## src/hdl/swslp_pkg.sv

```systemverilog
package swslp_pkg;

   localparam int unsigned HOLD_W = 16;
   localparam int unsigned MS_W = 7;
   localparam int unsigned TENTH_W = 4;
   localparam int unsigned SEC_W = 6;
   localparam int unsigned MIN_W = 6;
   localparam int unsigned HOUR_W = 7;

   localparam logic [HOUR_W-1:0] MAX_HOURS = 7'd99;
   localparam logic [MS_W-1:0] TICKS_PER_TENTH = 7'd100;
   localparam logic [MS_W-1:0] LAST_TICK = TICKS_PER_TENTH - 7'd1;
   localparam logic [TENTH_W-1:0] LAST_TENTH = 4'd9;
   localparam logic [SEC_W-1:0] LAST_SECOND = 6'd59;
   localparam logic [MIN_W-1:0] LAST_MINUTE = 6'd59;
   localparam logic [HOLD_W-1:0] HOLD_MAX = 16'hFFFF;
   localparam logic [HOLD_W-1:0] LONG_PRESS_RESET = 16'd1500;

   // Outcome of one tick of button handling.
   typedef struct packed {
      logic run;
      logic released;
      logic cleared;
   } ctrl_type;

   typedef struct packed {
      logic [HOUR_W-1:0] hours;
      logic [MIN_W-1:0] minutes;
      logic [SEC_W-1:0] seconds;
      logic [TENTH_W-1:0] tenths;
   } time_type;

endpackage

```

## src/hdl/swslp_if.sv

```systemverilog
interface swslp_req_if;
   logic valid;
   logic ready;
   logic button_down;

   modport source (output valid, output button_down, input ready);
   modport sink (input valid, input button_down, output ready);
endinterface

interface swslp_rsp_if;
   logic valid;
   logic ready;
   logic running;
   logic [swslp_pkg::HOUR_W-1:0] hours;
   logic [swslp_pkg::MIN_W-1:0] minutes;
   logic [swslp_pkg::SEC_W-1:0] seconds;
   logic [swslp_pkg::TENTH_W-1:0] tenths;
   logic press_released;
   logic was_reset;

   modport source (output valid, output running, output hours, output minutes,
                   output seconds, output tenths, output press_released,
                   output was_reset, input ready);
   modport sink (input valid, input running, input hours, input minutes,
                 input seconds, input tenths, input press_released,
                 input was_reset, output ready);
endinterface

```

## src/hdl/swslp_press_ctrl.sv

```systemverilog
module swslp_press_ctrl (
   input  logic                         clock,
   input  logic                         reset,
   input  logic                         fire,
   input  logic                         button_down,
   input  logic [swslp_pkg::HOLD_W-1:0] hold_limit,
   output logic                         run_now,
   output swslp_pkg::ctrl_type          ctrl
);

   logic                         run_ff, run_in;
   logic                         held_ff, held_in;
   logic [swslp_pkg::HOLD_W-1:0] hold_count_ff, hold_count_in;

   always_comb begin
      run_in = run_ff;
      held_in = held_ff;
      hold_count_in = hold_count_ff;
      ctrl.released = 1'b0;
      ctrl.cleared = 1'b0;
      if (button_down) begin
         held_in = 1'b1;
         if (!held_ff) begin
            hold_count_in = swslp_pkg::HOLD_W'(1);
         end else if (hold_count_ff != swslp_pkg::HOLD_MAX) begin
            hold_count_in = hold_count_ff + swslp_pkg::HOLD_W'(1);
         end
      end else if (held_ff) begin
         ctrl.released = 1'b1;
         held_in = 1'b0;
         hold_count_in = '0;
         if (hold_count_ff >= hold_limit) begin
            run_in = 1'b0;
            ctrl.cleared = 1'b1;
         end else begin
            run_in = !run_ff;
         end
      end
      ctrl.run = run_in;
   end

   assign run_now = run_ff;

   always_ff @(posedge clock) begin
      if (reset) begin
         run_ff <= 1'b0;
         held_ff <= 1'b0;
         hold_count_ff <= '0;
      end else if (fire) begin
         run_ff <= run_in;
         held_ff <= held_in;
         hold_count_ff <= hold_count_in;
      end
   end

endmodule

```

## src/hdl/swslp_time_counter.sv

```systemverilog
module swslp_time_counter (
   input  logic                 clock,
   input  logic                 reset,
   input  logic                 fire,
   input  logic                 advance,
   input  logic                 clear,
   output swslp_pkg::time_type  time_next
);

   logic [swslp_pkg::MS_W-1:0]    ms_ff, ms_in;
   logic [swslp_pkg::TENTH_W-1:0] tenth_ff, tenth_in;
   logic [swslp_pkg::SEC_W-1:0]   second_ff, second_in;
   logic [swslp_pkg::MIN_W-1:0]   minute_ff, minute_in;
   logic [swslp_pkg::HOUR_W-1:0]  hour_ff, hour_in;

   // Each stage carries into the next only when it wraps; hours stop at the limit.
   always_comb begin
      ms_in = ms_ff;
      tenth_in = tenth_ff;
      second_in = second_ff;
      minute_in = minute_ff;
      hour_in = hour_ff;
      if (advance) begin
         if (ms_ff < swslp_pkg::LAST_TICK) begin
            ms_in = ms_ff + swslp_pkg::MS_W'(1);
         end else begin
            ms_in = '0;
            if (tenth_ff < swslp_pkg::LAST_TENTH) begin
               tenth_in = tenth_ff + swslp_pkg::TENTH_W'(1);
            end else begin
               tenth_in = '0;
               if (second_ff < swslp_pkg::LAST_SECOND) begin
                  second_in = second_ff + swslp_pkg::SEC_W'(1);
               end else begin
                  second_in = '0;
                  if (minute_ff < swslp_pkg::LAST_MINUTE) begin
                     minute_in = minute_ff + swslp_pkg::MIN_W'(1);
                  end else begin
                     minute_in = '0;
                     if (hour_ff < swslp_pkg::MAX_HOURS) begin
                        hour_in = hour_ff + swslp_pkg::HOUR_W'(1);
                     end
                  end
               end
            end
         end
      end
      if (clear) begin
         ms_in = '0;
         tenth_in = '0;
         second_in = '0;
         minute_in = '0;
         hour_in = '0;
      end
      time_next.hours = hour_in;
      time_next.minutes = minute_in;
      time_next.seconds = second_in;
      time_next.tenths = tenth_in;
   end

   always_ff @(posedge clock) begin
      if (reset) begin
         ms_ff <= '0;
         tenth_ff <= '0;
         second_ff <= '0;
         minute_ff <= '0;
         hour_ff <= '0;
      end else if (fire) begin
         ms_ff <= ms_in;
         tenth_ff <= tenth_in;
         second_ff <= second_in;
         minute_ff <= minute_in;
         hour_ff <= hour_in;
      end
   end

endmodule

```

## src/hdl/stopwatch_short_long_press_unit.sv

```systemverilog
// The result item for an accepted tick item is registered and appears on rsp_chan in the cycle after it is accepted.
// Throughput: one item per cycle while rsp_chan is ready; the result register refills in the cycle it is taken.
// The counter cascade and the hold compare are combinational between the state
// registers and the result register.
// Reset (synchronous, active high): stopped, time zero, no press pending, no result
// waiting, hold limit back to 1500.
module stopwatch_short_long_press_unit (
   input  logic                         clock,
   input  logic                         reset,
   swslp_req_if.sink                    req_chan,
   swslp_rsp_if.source                  rsp_chan,
   input  logic                         csr_we,
   input  logic [swslp_pkg::HOLD_W-1:0] csr_wdata
);

   logic                         fire;
   logic                         run_now;
   swslp_pkg::ctrl_type          ctrl;
   swslp_pkg::time_type          time_next;
   logic [swslp_pkg::HOLD_W-1:0] long_press_ff;
   logic                         rsp_valid_ff;
   swslp_pkg::ctrl_type          rsp_ctrl_ff;
   swslp_pkg::time_type          rsp_time_ff;

   assign req_chan.ready = !rsp_valid_ff || rsp_chan.ready;
   assign fire = req_chan.valid && req_chan.ready;

   swslp_press_ctrl u_press_ctrl (
      .clock       (clock),
      .reset       (reset),
      .fire        (fire),
      .button_down (req_chan.button_down),
      .hold_limit  (long_press_ff),
      .run_now     (run_now),
      .ctrl        (ctrl)
   );

   swslp_time_counter u_time_counter (
      .clock     (clock),
      .reset     (reset),
      .fire      (fire),
      .advance   (run_now),
      .clear     (ctrl.cleared),
      .time_next (time_next)
   );

   always_ff @(posedge clock) begin
      if (reset) begin
         long_press_ff <= swslp_pkg::LONG_PRESS_RESET;
      end else if (csr_we) begin
         long_press_ff <= csr_wdata;
      end
   end

   always_ff @(posedge clock) begin
      if (reset) begin
         rsp_valid_ff <= 1'b0;
      end else if (fire) begin
         rsp_valid_ff <= 1'b1;
      end else if (rsp_chan.ready) begin
         rsp_valid_ff <= 1'b0;
      end
   end

   always_ff @(posedge clock) begin
      if (fire) begin
         rsp_ctrl_ff <= ctrl;
         rsp_time_ff <= time_next;
      end
   end

   assign rsp_chan.valid = rsp_valid_ff;
   assign rsp_chan.running = rsp_ctrl_ff.run;
   assign rsp_chan.hours = rsp_time_ff.hours;
   assign rsp_chan.minutes = rsp_time_ff.minutes;
   assign rsp_chan.seconds = rsp_time_ff.seconds;
   assign rsp_chan.tenths = rsp_time_ff.tenths;
   assign rsp_chan.press_released = rsp_ctrl_ff.released;
   assign rsp_chan.was_reset = rsp_ctrl_ff.cleared;

endmodule

```

## src/flat_wrapper.sv

```systemverilog
// flat-port wrapper written by rule: the top's interface ports become plain ports
module stopwatch_short_long_press_unit_flat 
  (clock, reset, csr_we, csr_wdata, req_chan_valid, req_chan_button_down, req_chan_ready, rsp_chan_valid, rsp_chan_running, rsp_chan_hours, rsp_chan_minutes, rsp_chan_seconds, rsp_chan_tenths, rsp_chan_press_released, rsp_chan_was_reset, rsp_chan_ready);
  swslp_req_if req_chan_i ();
  swslp_rsp_if rsp_chan_i ();
  input  logic clock;
  input  logic reset;
  input  logic csr_we;
  input  logic [swslp_pkg::HOLD_W-1:0] csr_wdata;
  input wire logic [$bits(req_chan_i.valid)-1:0] req_chan_valid;
  input wire logic [$bits(req_chan_i.button_down)-1:0] req_chan_button_down;
  output wire logic [$bits(req_chan_i.ready)-1:0] req_chan_ready;
  output wire logic [$bits(rsp_chan_i.valid)-1:0] rsp_chan_valid;
  output wire logic [$bits(rsp_chan_i.running)-1:0] rsp_chan_running;
  output wire logic [$bits(rsp_chan_i.hours)-1:0] rsp_chan_hours;
  output wire logic [$bits(rsp_chan_i.minutes)-1:0] rsp_chan_minutes;
  output wire logic [$bits(rsp_chan_i.seconds)-1:0] rsp_chan_seconds;
  output wire logic [$bits(rsp_chan_i.tenths)-1:0] rsp_chan_tenths;
  output wire logic [$bits(rsp_chan_i.press_released)-1:0] rsp_chan_press_released;
  output wire logic [$bits(rsp_chan_i.was_reset)-1:0] rsp_chan_was_reset;
  input wire logic [$bits(rsp_chan_i.ready)-1:0] rsp_chan_ready;
  assign req_chan_i.valid = req_chan_valid;
  assign req_chan_i.button_down = req_chan_button_down;
  assign req_chan_ready = req_chan_i.ready;
  assign rsp_chan_valid = rsp_chan_i.valid;
  assign rsp_chan_running = rsp_chan_i.running;
  assign rsp_chan_hours = rsp_chan_i.hours;
  assign rsp_chan_minutes = rsp_chan_i.minutes;
  assign rsp_chan_seconds = rsp_chan_i.seconds;
  assign rsp_chan_tenths = rsp_chan_i.tenths;
  assign rsp_chan_press_released = rsp_chan_i.press_released;
  assign rsp_chan_was_reset = rsp_chan_i.was_reset;
  assign rsp_chan_i.ready = rsp_chan_ready;
  stopwatch_short_long_press_unit u_core (.clock(clock), .reset(reset), .req_chan(req_chan_i), .rsp_chan(rsp_chan_i), .csr_we(csr_we), .csr_wdata(csr_wdata));
endmodule
```

## config.mk

```make
export PLATFORM = sky130hd
export DESIGN_NAME = stopwatch_short_long_press_unit_flat
export DESIGN_NICKNAME = d
export VERILOG_FILES = /design/src/hdl/swslp_pkg.sv /design/src/hdl/swslp_if.sv /design/src/hdl/swslp_press_ctrl.sv /design/src/hdl/swslp_time_counter.sv /design/src/hdl/stopwatch_short_long_press_unit.sv /design/src/flat_wrapper.sv
export SDC_FILE = /design/constraint.sdc
export NUM_CORES = 1
export LEC_CHECK = 0
export ABC_AREA = 1
export ABC_CLOCK_PERIOD_IN_PS = 3300
export BUFFER_PORTS_ARGS = -buffer_cell sky130_fd_sc_hd__buf_2
export CORE_MARGIN = 2
export CORE_UTILIZATION = 64
export DETAILED_ROUTE_END_ITERATION = 8
export GPL_TIMING_DRIVEN = 1
export MAX_ROUTING_LAYER = met4
export PLACE_DENSITY = 0.86
export SETUP_SLACK_MARGIN = 0.1
export SLEW_MARGIN = 40
export SYNTH_ARGS = -nofsm -noshare
export SYNTH_HDL_FRONTEND = slang
export SYNTH_SLANG_ARGS = --single-unit
export TNS_END_PERCENT = 100
```

## constraint.sdc

```tcl
create_clock -name clock -period 3.3 [get_ports clock]
set_clock_uncertainty 0.05 [all_clocks]
set_input_delay 0.33 -clock clock [delete_from_list [all_inputs] [get_ports clock]]
set_output_delay 0.33 -clock clock [all_outputs]
set_load 0.005 [all_outputs]
```

==> impl_metrics.env, run 1 <==
export IMPL_cp_arrival_ns=2.78
export IMPL_final_cell_mix="115 x nand2_1, 98 x inv_1, 65 x dfxtp_1, 57 x o21ai_0, 56 x nor2_1"
export IMPL_start_util=0.670
export IMPL_maxSlewHeadroom=0.493
export IMPL_setup_viol=0
export IMPL_cp_required_ns=3.51
export IMPL_clkLatencyLatePin_ns=0.36
export IMPL_max_cap_violations=0
export IMPL_num_nets_final=728
export IMPL_peakVddDrop_uv=286
export IMPL_cts_setup_buffers=0
export IMPL_cp_max_fo=30
export IMPL_worstSetupEndpointType="flop"
export IMPL_drc=0
export IMPL_dr_pass1_iters=5
export IMPL_syn_area_per_cell_um2=7.72
export IMPL_utilization=0.735
export IMPL_cts_resized_gates=0
export IMPL_ys_seq_area_frac=0.424
export IMPL_fin_crit_ns=2.57
export IMPL_num_rows=31
export IMPL_area_growth_pct=9.70
export IMPL_cts_hold_buf=0
export IMPL_yosysWarnings=0
export IMPL_syn_inst=637
export IMPL_clock_fmax_ghz=0.388
export IMPL_grt_max_degree=46
export IMPL_ys_ff_latch=91
export IMPL_hold_path_class="primary input to flop"
export IMPL_hold_slack_ns=0.130
export IMPL_hold_viol=0
export IMPL_path_clk_slew_ns=0.09
export IMPL_critPathKind="flop to flop"
export IMPL_antenna_cells=0
export IMPL_rsz0062_at_grt="false"
export IMPL_powerDensity_mw_per_mm2=415
export IMPL_fp_dieW_um=91.6
export IMPL_status="finished clean"
export IMPL_wl_per_cell_um=13.4
export IMPL_maxSlewViolCount=0
export IMPL_hpwl_um=7570
export IMPL_antenna_found_initial=0
export IMPL_cts_tree="done"
export IMPL_viasPerCell=5.46
export IMPL_clk_path_buf_depth=2
export IMPL_core_mm2=0.00733
export IMPL_place_ws_ns=0.796
export IMPL_die_y_um=91.6
export IMPL_track_usage=0.273
export IMPL_final_common_cell="nand2_1"
export IMPL_layout_setup_ws_ns=0.726
export IMPL_ant_nets=0
export IMPL_drt_wl_total_um=10500
export IMPL_power_leakage_uw=0.00268
export IMPL_grt_pass1_wl_um=18100
export IMPL_die_area_mm2=0.00840
export IMPL_drive_gt1_frac=0.158
export IMPL_port_buffers=49
export IMPL_tightestPinTransition_ns=0.759
export IMPL_ios=50
export IMPL_place_congestion=0.893
export IMPL_grt_overflow_total=0
export IMPL_initialDrtViolationCount=286
export IMPL_numClockSinks=91
export IMPL_clockRootBuffer="clkbuf_8"
export IMPL_grt_pass1_vias=4029
export IMPL_finalPower_uw=2240
export IMPL_syn_cell_area_mm2=0.00491
export IMPL_finalCritPeriodShare=0.780
export IMPL_cts_inserted_buffers=9
export IMPL_vias=4294
export IMPL_htree_levels=3
export IMPL_cp_start_kind="flop"
export IMPL_synth_distinct_cells=38
export IMPL_synth_fp_nets=682
export IMPL_tns_ns=0
[synth_stat cells, drive strengths merged]
master | n | area [µm²]
nand2 | 127 | 517
inv | 105 | 394
nor2 | 68 | 338
dfxtp | 65 | 1300
o21ai | 65 | 325
a21oi | 59 | 318
nand3 | 40 | 243
edfxtp | 26 | 781
ha | 23 | 288
clkbuf | 11 | 41.3
nor3 | 10 | 61.3
nand4 | 8 | 50.1
buf | 7 | 58.8
xor2 | 6 | 52.6
o21bai | 5 | 37.5
a21o | 2 | 15.0
nand3b | 2 | 27.5
nor3b | 2 | 15.0
o31ai | 2 | 20.0
xnor2 | 2 | 17.5
a211oi | 1 | 7.51
or2 | 1 | 6.26
[registers in the layout (all words and copies together) (netlist names)]
register and flops:
u_core.long_press_ff 16, u_core.u_press_ctrl.run_now 1, u_core.u_time_counter.second_ff 6, u_core.u_time_counter.ms_ff 7, u_core.rsp_chan.seconds 6, u_core.rsp_chan.hours 7
u_core.rsp_chan.press_released 1, u_core.rsp_chan.running 1, u_core.rsp_chan.was_reset 1, u_core.u_time_counter.minute_ff 6, u_core.u_time_counter.hour_ff 7, u_core.rsp_chan.tenths 4
u_core.u_time_counter.tenth_ff 4, u_core.rsp_chan.minutes 6, u_core.u_press_ctrl.held_ff 1, u_core.rsp_chan.valid 1, u_core.u_press_ctrl.hold_count_ff 16
[power breakdown]
group	switching, µW	leakage [µW]	total, µW	internal [µW]
Sequential	39.6	0.000796	1260	1220
Combinational	163	0.00180	259	95.7
Clock	375	0.0000890	723	349
[critical path, cell delays in order (launching register included)]
cell and delay (ns):
dfxtp_1 0.43, ha_1 0.28, nand2_1 0.07, inv_1 0.03, o21bai_1 0.11, nand2_1 0.06, a21oi_1 0.16, nand3_1 0.14
nand2_2 0.48, nand2_1 0.31, nand2_1 0.17, nand2_1 0.06, nand2_1 0.05, nor2_1 0.05
[metrics by stage]
step / instances / instance area, µm²
5_1_grt: 787 / 5390
2_1_floorplan: 637 / 4910
4_1_cts: 787 / 5390
3_3_place_gp: 771 / 5210
3_5_place_dp: 771 / 5210
6_report: 787 / 5390
[area by class of cell]
cell class | instances | area [µm²]
multi-input combinational | 423 | 2340
fill | 555 | 1940
sequential | 91 | 2080
inverter | 105 | 394
clock buffer | 13 | 139
timing repair buffer | 53 | 275
clock inverter | 3 | 38.8
tap | 99 | 124
[path summary, 6_finish.rpt]
kind                                                            start                             end  slack [ns]  depth (start not counted)
worst max register to register  u_core.u_press_ctrl.hold_count_ff[13]  u_core.u_time_counter.ms_ff[0]        0.73                         13
worst max-delay path            u_core.u_press_ctrl.hold_count_ff[13]  u_core.u_time_counter.ms_ff[0]        0.73                         13
worst min register to register               u_core.long_press_ff[11]        u_core.long_press_ff[11]        0.43                          2
worst min-delay path                                     csr_wdata[4]         u_core.long_press_ff[4]        0.13                          3
[per-layer routing]
metal | wire, µm | vias up | global-route usage
li1 | - | 2161 | -
met1 | 4820 | 1973 | 0.364
met2 | 5060 | 146 | 0.433
met3 | 521 | 14 | 0.0320
met4 | 142 | 0 | 0.0947
met5 | 0 | - | -
[logic make-up (layout without fill, tap and decap cells)]
family,Yosys count,in the layout,share of synthesized area
compound gates,134,134,0.147
xor+xnor,8,8,0.0143
fa+ha+maj,23,23,0.0586
buf+inv,123,174,0.101
flops,91,91,0.424
simple gates,258,258,0.256
No activity file was read; power rests on OpenSTA's default activity.
==> run 2, diff against run 1 <==
--- a/config.mk
+++ b/config.mk
@@ -6,14 +6,14 @@
 export NUM_CORES = 1
 export LEC_CHECK = 0
 export ABC_AREA = 1
-export ABC_CLOCK_PERIOD_IN_PS = 3300
+export ABC_CLOCK_PERIOD_IN_PS = 2300
 export BUFFER_PORTS_ARGS = -buffer_cell sky130_fd_sc_hd__buf_2
 export CORE_MARGIN = 2
-export CORE_UTILIZATION = 64
+export CORE_UTILIZATION = 53
 export DETAILED_ROUTE_END_ITERATION = 8
 export GPL_TIMING_DRIVEN = 1
 export MAX_ROUTING_LAYER = met4
-export PLACE_DENSITY = 0.86
+export PLACE_DENSITY = 0.76
 export SETUP_SLACK_MARGIN = 0.1
 export SLEW_MARGIN = 40
 export SYNTH_ARGS = -nofsm -noshare
==> constraint.sdc (replaced) <==
create_clock -name clock -period 2.3 [get_ports clock]
set_clock_uncertainty 0.05 [all_clocks]
set_input_delay 0.23 -clock clock [delete_from_list [all_inputs] [get_ports clock]]
set_output_delay 0.23 -clock clock [all_outputs]
set_load 0.005 [all_outputs]
==> run 2 against run 1 <==
Total power grew 41%. Count of clock-buffer cells in the layout shrank 3. Critical path type unchanged. Clock power grew 38%. Highest routed layer unchanged. Worst setup slack lost 0.49 ns.
==> impl_metrics.env, run 2 (same netlist as run 1, synthesis figures left out) <==
export IMPL_status="finished clean"
export IMPL_numClockSinks=91
export IMPL_cp_required_ns=2.50
export IMPL_peakVddDrop_uv=282
export IMPL_cp_max_fo=8
export IMPL_dp_cells=791
export IMPL_critical_path_slowest_cell="dfxtp_1"
export IMPL_grt_max_degree=46
export IMPL_grt_overflow_total=0
export IMPL_ant_nets=0
export IMPL_hold_slack_ns=0.0274
export IMPL_tightestPinTransition_ns=0.455
export IMPL_hold_viol=0
export IMPL_finalPower_uw=3160
export IMPL_reg_top3="u_core.long_press_ff (16), u_core.u_press_ctrl.hold_count_ff (16)"
export IMPL_reg2reg_from="u_core.long_press_ff[15]"
export IMPL_place_congestion=0.905
export IMPL_maxSlewViolCount=0
export IMPL_nFillCells=812
export IMPL_multiInputGateArea_mm2=0.00236
export IMPL_maxSlewHeadroom=0.697
export IMPL_clk_path_buf_depth=2
export IMPL_powerDensity_mw_per_mm2=572
export IMPL_grt_pass1_vias=3882
export IMPL_clock_fmax_ghz=0.484
export IMPL_dpl_instance_area_mm2=0.00529
export IMPL_critPathTopFamily="simple AND/OR/NAND/NOR gates"
export IMPL_rsz0062_at_grt="true"
export IMPL_clockRootBuffer="clkbuf_8"
export IMPL_cp_arrival_ns=2.27
export IMPL_num_rows=35
export IMPL_vias=4209
export IMPL_critPathMostFrequentCell="nand2_1"
export IMPL_antenna_found_initial=0
export IMPL_initialDrtViolationCount=212
export IMPL_max_cap_violations=0
export IMPL_ios=50
export IMPL_viasPerCell=5.19
export IMPL_final_common_cell="nand2_1"
export IMPL_drt_wl_total_um=10000
export IMPL_seqCellArea_mm2=0.00208
export IMPL_slowest_delay_ns=0.32
export IMPL_critPathLaunch="u_core.long_press_ff[15]"
export IMPL_antenna_cells=0
export IMPL_core_mm2=0.00911
export IMPL_fin_crit_ns=2.07
export IMPL_hp_start="csr_wdata[3]"
export IMPL_cts_hold_buf=0
export IMPL_finalCritPeriodShare=0.898
export IMPL_wl_per_cell_um=12.3
export IMPL_place_ws_ns=-0.0719
export IMPL_hpwl_um=7160
export IMPL_dr_pass1_iters=5
export IMPL_critPathKind="flop to flop"
export IMPL_htree_levels=3
export IMPL_layout_setup_ws_ns=0.234
export IMPL_drive_gt1_frac=0.187
export IMPL_crit_chain="inv_1, ha_1, nand2_1, nor3_2, nand2_1, nand3_2, nand2_4, buf_4, inv_2, nor2_4, nor2_1, nor2_2"
export IMPL_drc=0
export IMPL_power_leakage_uw=0.00277
export IMPL_area_growth_pct=12.5
export IMPL_fp_dieW_um=100
export IMPL_path_clk_slew_ns=0.09
export IMPL_start_util=0.540
export IMPL_num_nets_final=740
export IMPL_die_area_mm2=0.0101
export IMPL_fin_cells=811
export IMPL_cts_inserted_buffers=9
export IMPL_setup_viol=0
export IMPL_track_usage=0.216
export IMPL_crit_buf_inv=3
export IMPL_final_cell_mix="114 x nand2_1, 98 x inv_1, 64 x dfxtp_1, 56 x o21ai_0, 55 x nor2_1"
export IMPL_port_buffers=49
export IMPL_clkLatencyLatePin_ns=0.36
export IMPL_cts_tree="done"
export IMPL_finish_instance_area_mm2=0.00553
export IMPL_die_y_um=100
export IMPL_hold_path_class="primary input to flop"
export IMPL_cp_start_kind="flop"
export IMPL_grt_pass1_wl_um=17100
export IMPL_worstSetupEndpointType="flop"
run 2: final timing paths:
check | depth (start not counted) | slack (ns) | end
worst max-delay path | 12 | 0.23 | u_core.u_time_counter.hour_ff[0]
worst min-delay path | 3 | 0.03 | u_core.long_press_ff[3]
worst max register to register | 12 | 0.23 | u_core.u_time_counter.hour_ff[0]
worst min register to register | 2 | 0.42 | u_core.long_press_ff[9]
run 2: tightest hold or removal path, stage by stage:
cell and delay (ns):
buf_2 0.07, a21oi_1 0.04, o21ai_0 0.06
run 2: final cells by class:
cell class	instances	area share
flip-flops and latches	91	0.377
well taps	111	0.0251
multi-input cells	423	0.427
clock buffers	10	0.0249
repair buffers	65	0.0674
clock inverters	6	0.00747
inverters	105	0.0713
run 2: per-layer routing:
metal,track usage,up-vias,part of all wire,wire length [µm]
met4,0.0748,0,0.016,159
met5,-,-,0,0
met2,0.339,119,0.46,4560
met1,0.280,1894,0.47,4690
li1,-,2180,-,-
met3,0.0418,16,0.059,592
run 2: per-stage QoR:
stage / util / setup TNS [ns]
after detailed placement: 0.581 / -0.877
final: 0.607 / 0
after global placement: 0.581 / -0.0503
after global routing: 0.607 / 0
after floorplan: - / 0
after CTS: 0.605 / 0
run 2: timing repair:
item / 4_1_cts / 5_1_grt
pin swaps: 1 / 0
endpoints found under the setup margin: 35 / 47
gates resized for setup: 2 / 8
buffers inserted: 4 / 0
run 2: where the power goes:
part           total (µW)  switching [µW]  internal (µW)  leakage [µW]
logic                 369             230            139       0.00188
registers            1800            52.9           1750      0.000797
clock network         996             575            420     0.0000859
total                3160             858           2300       0.00277
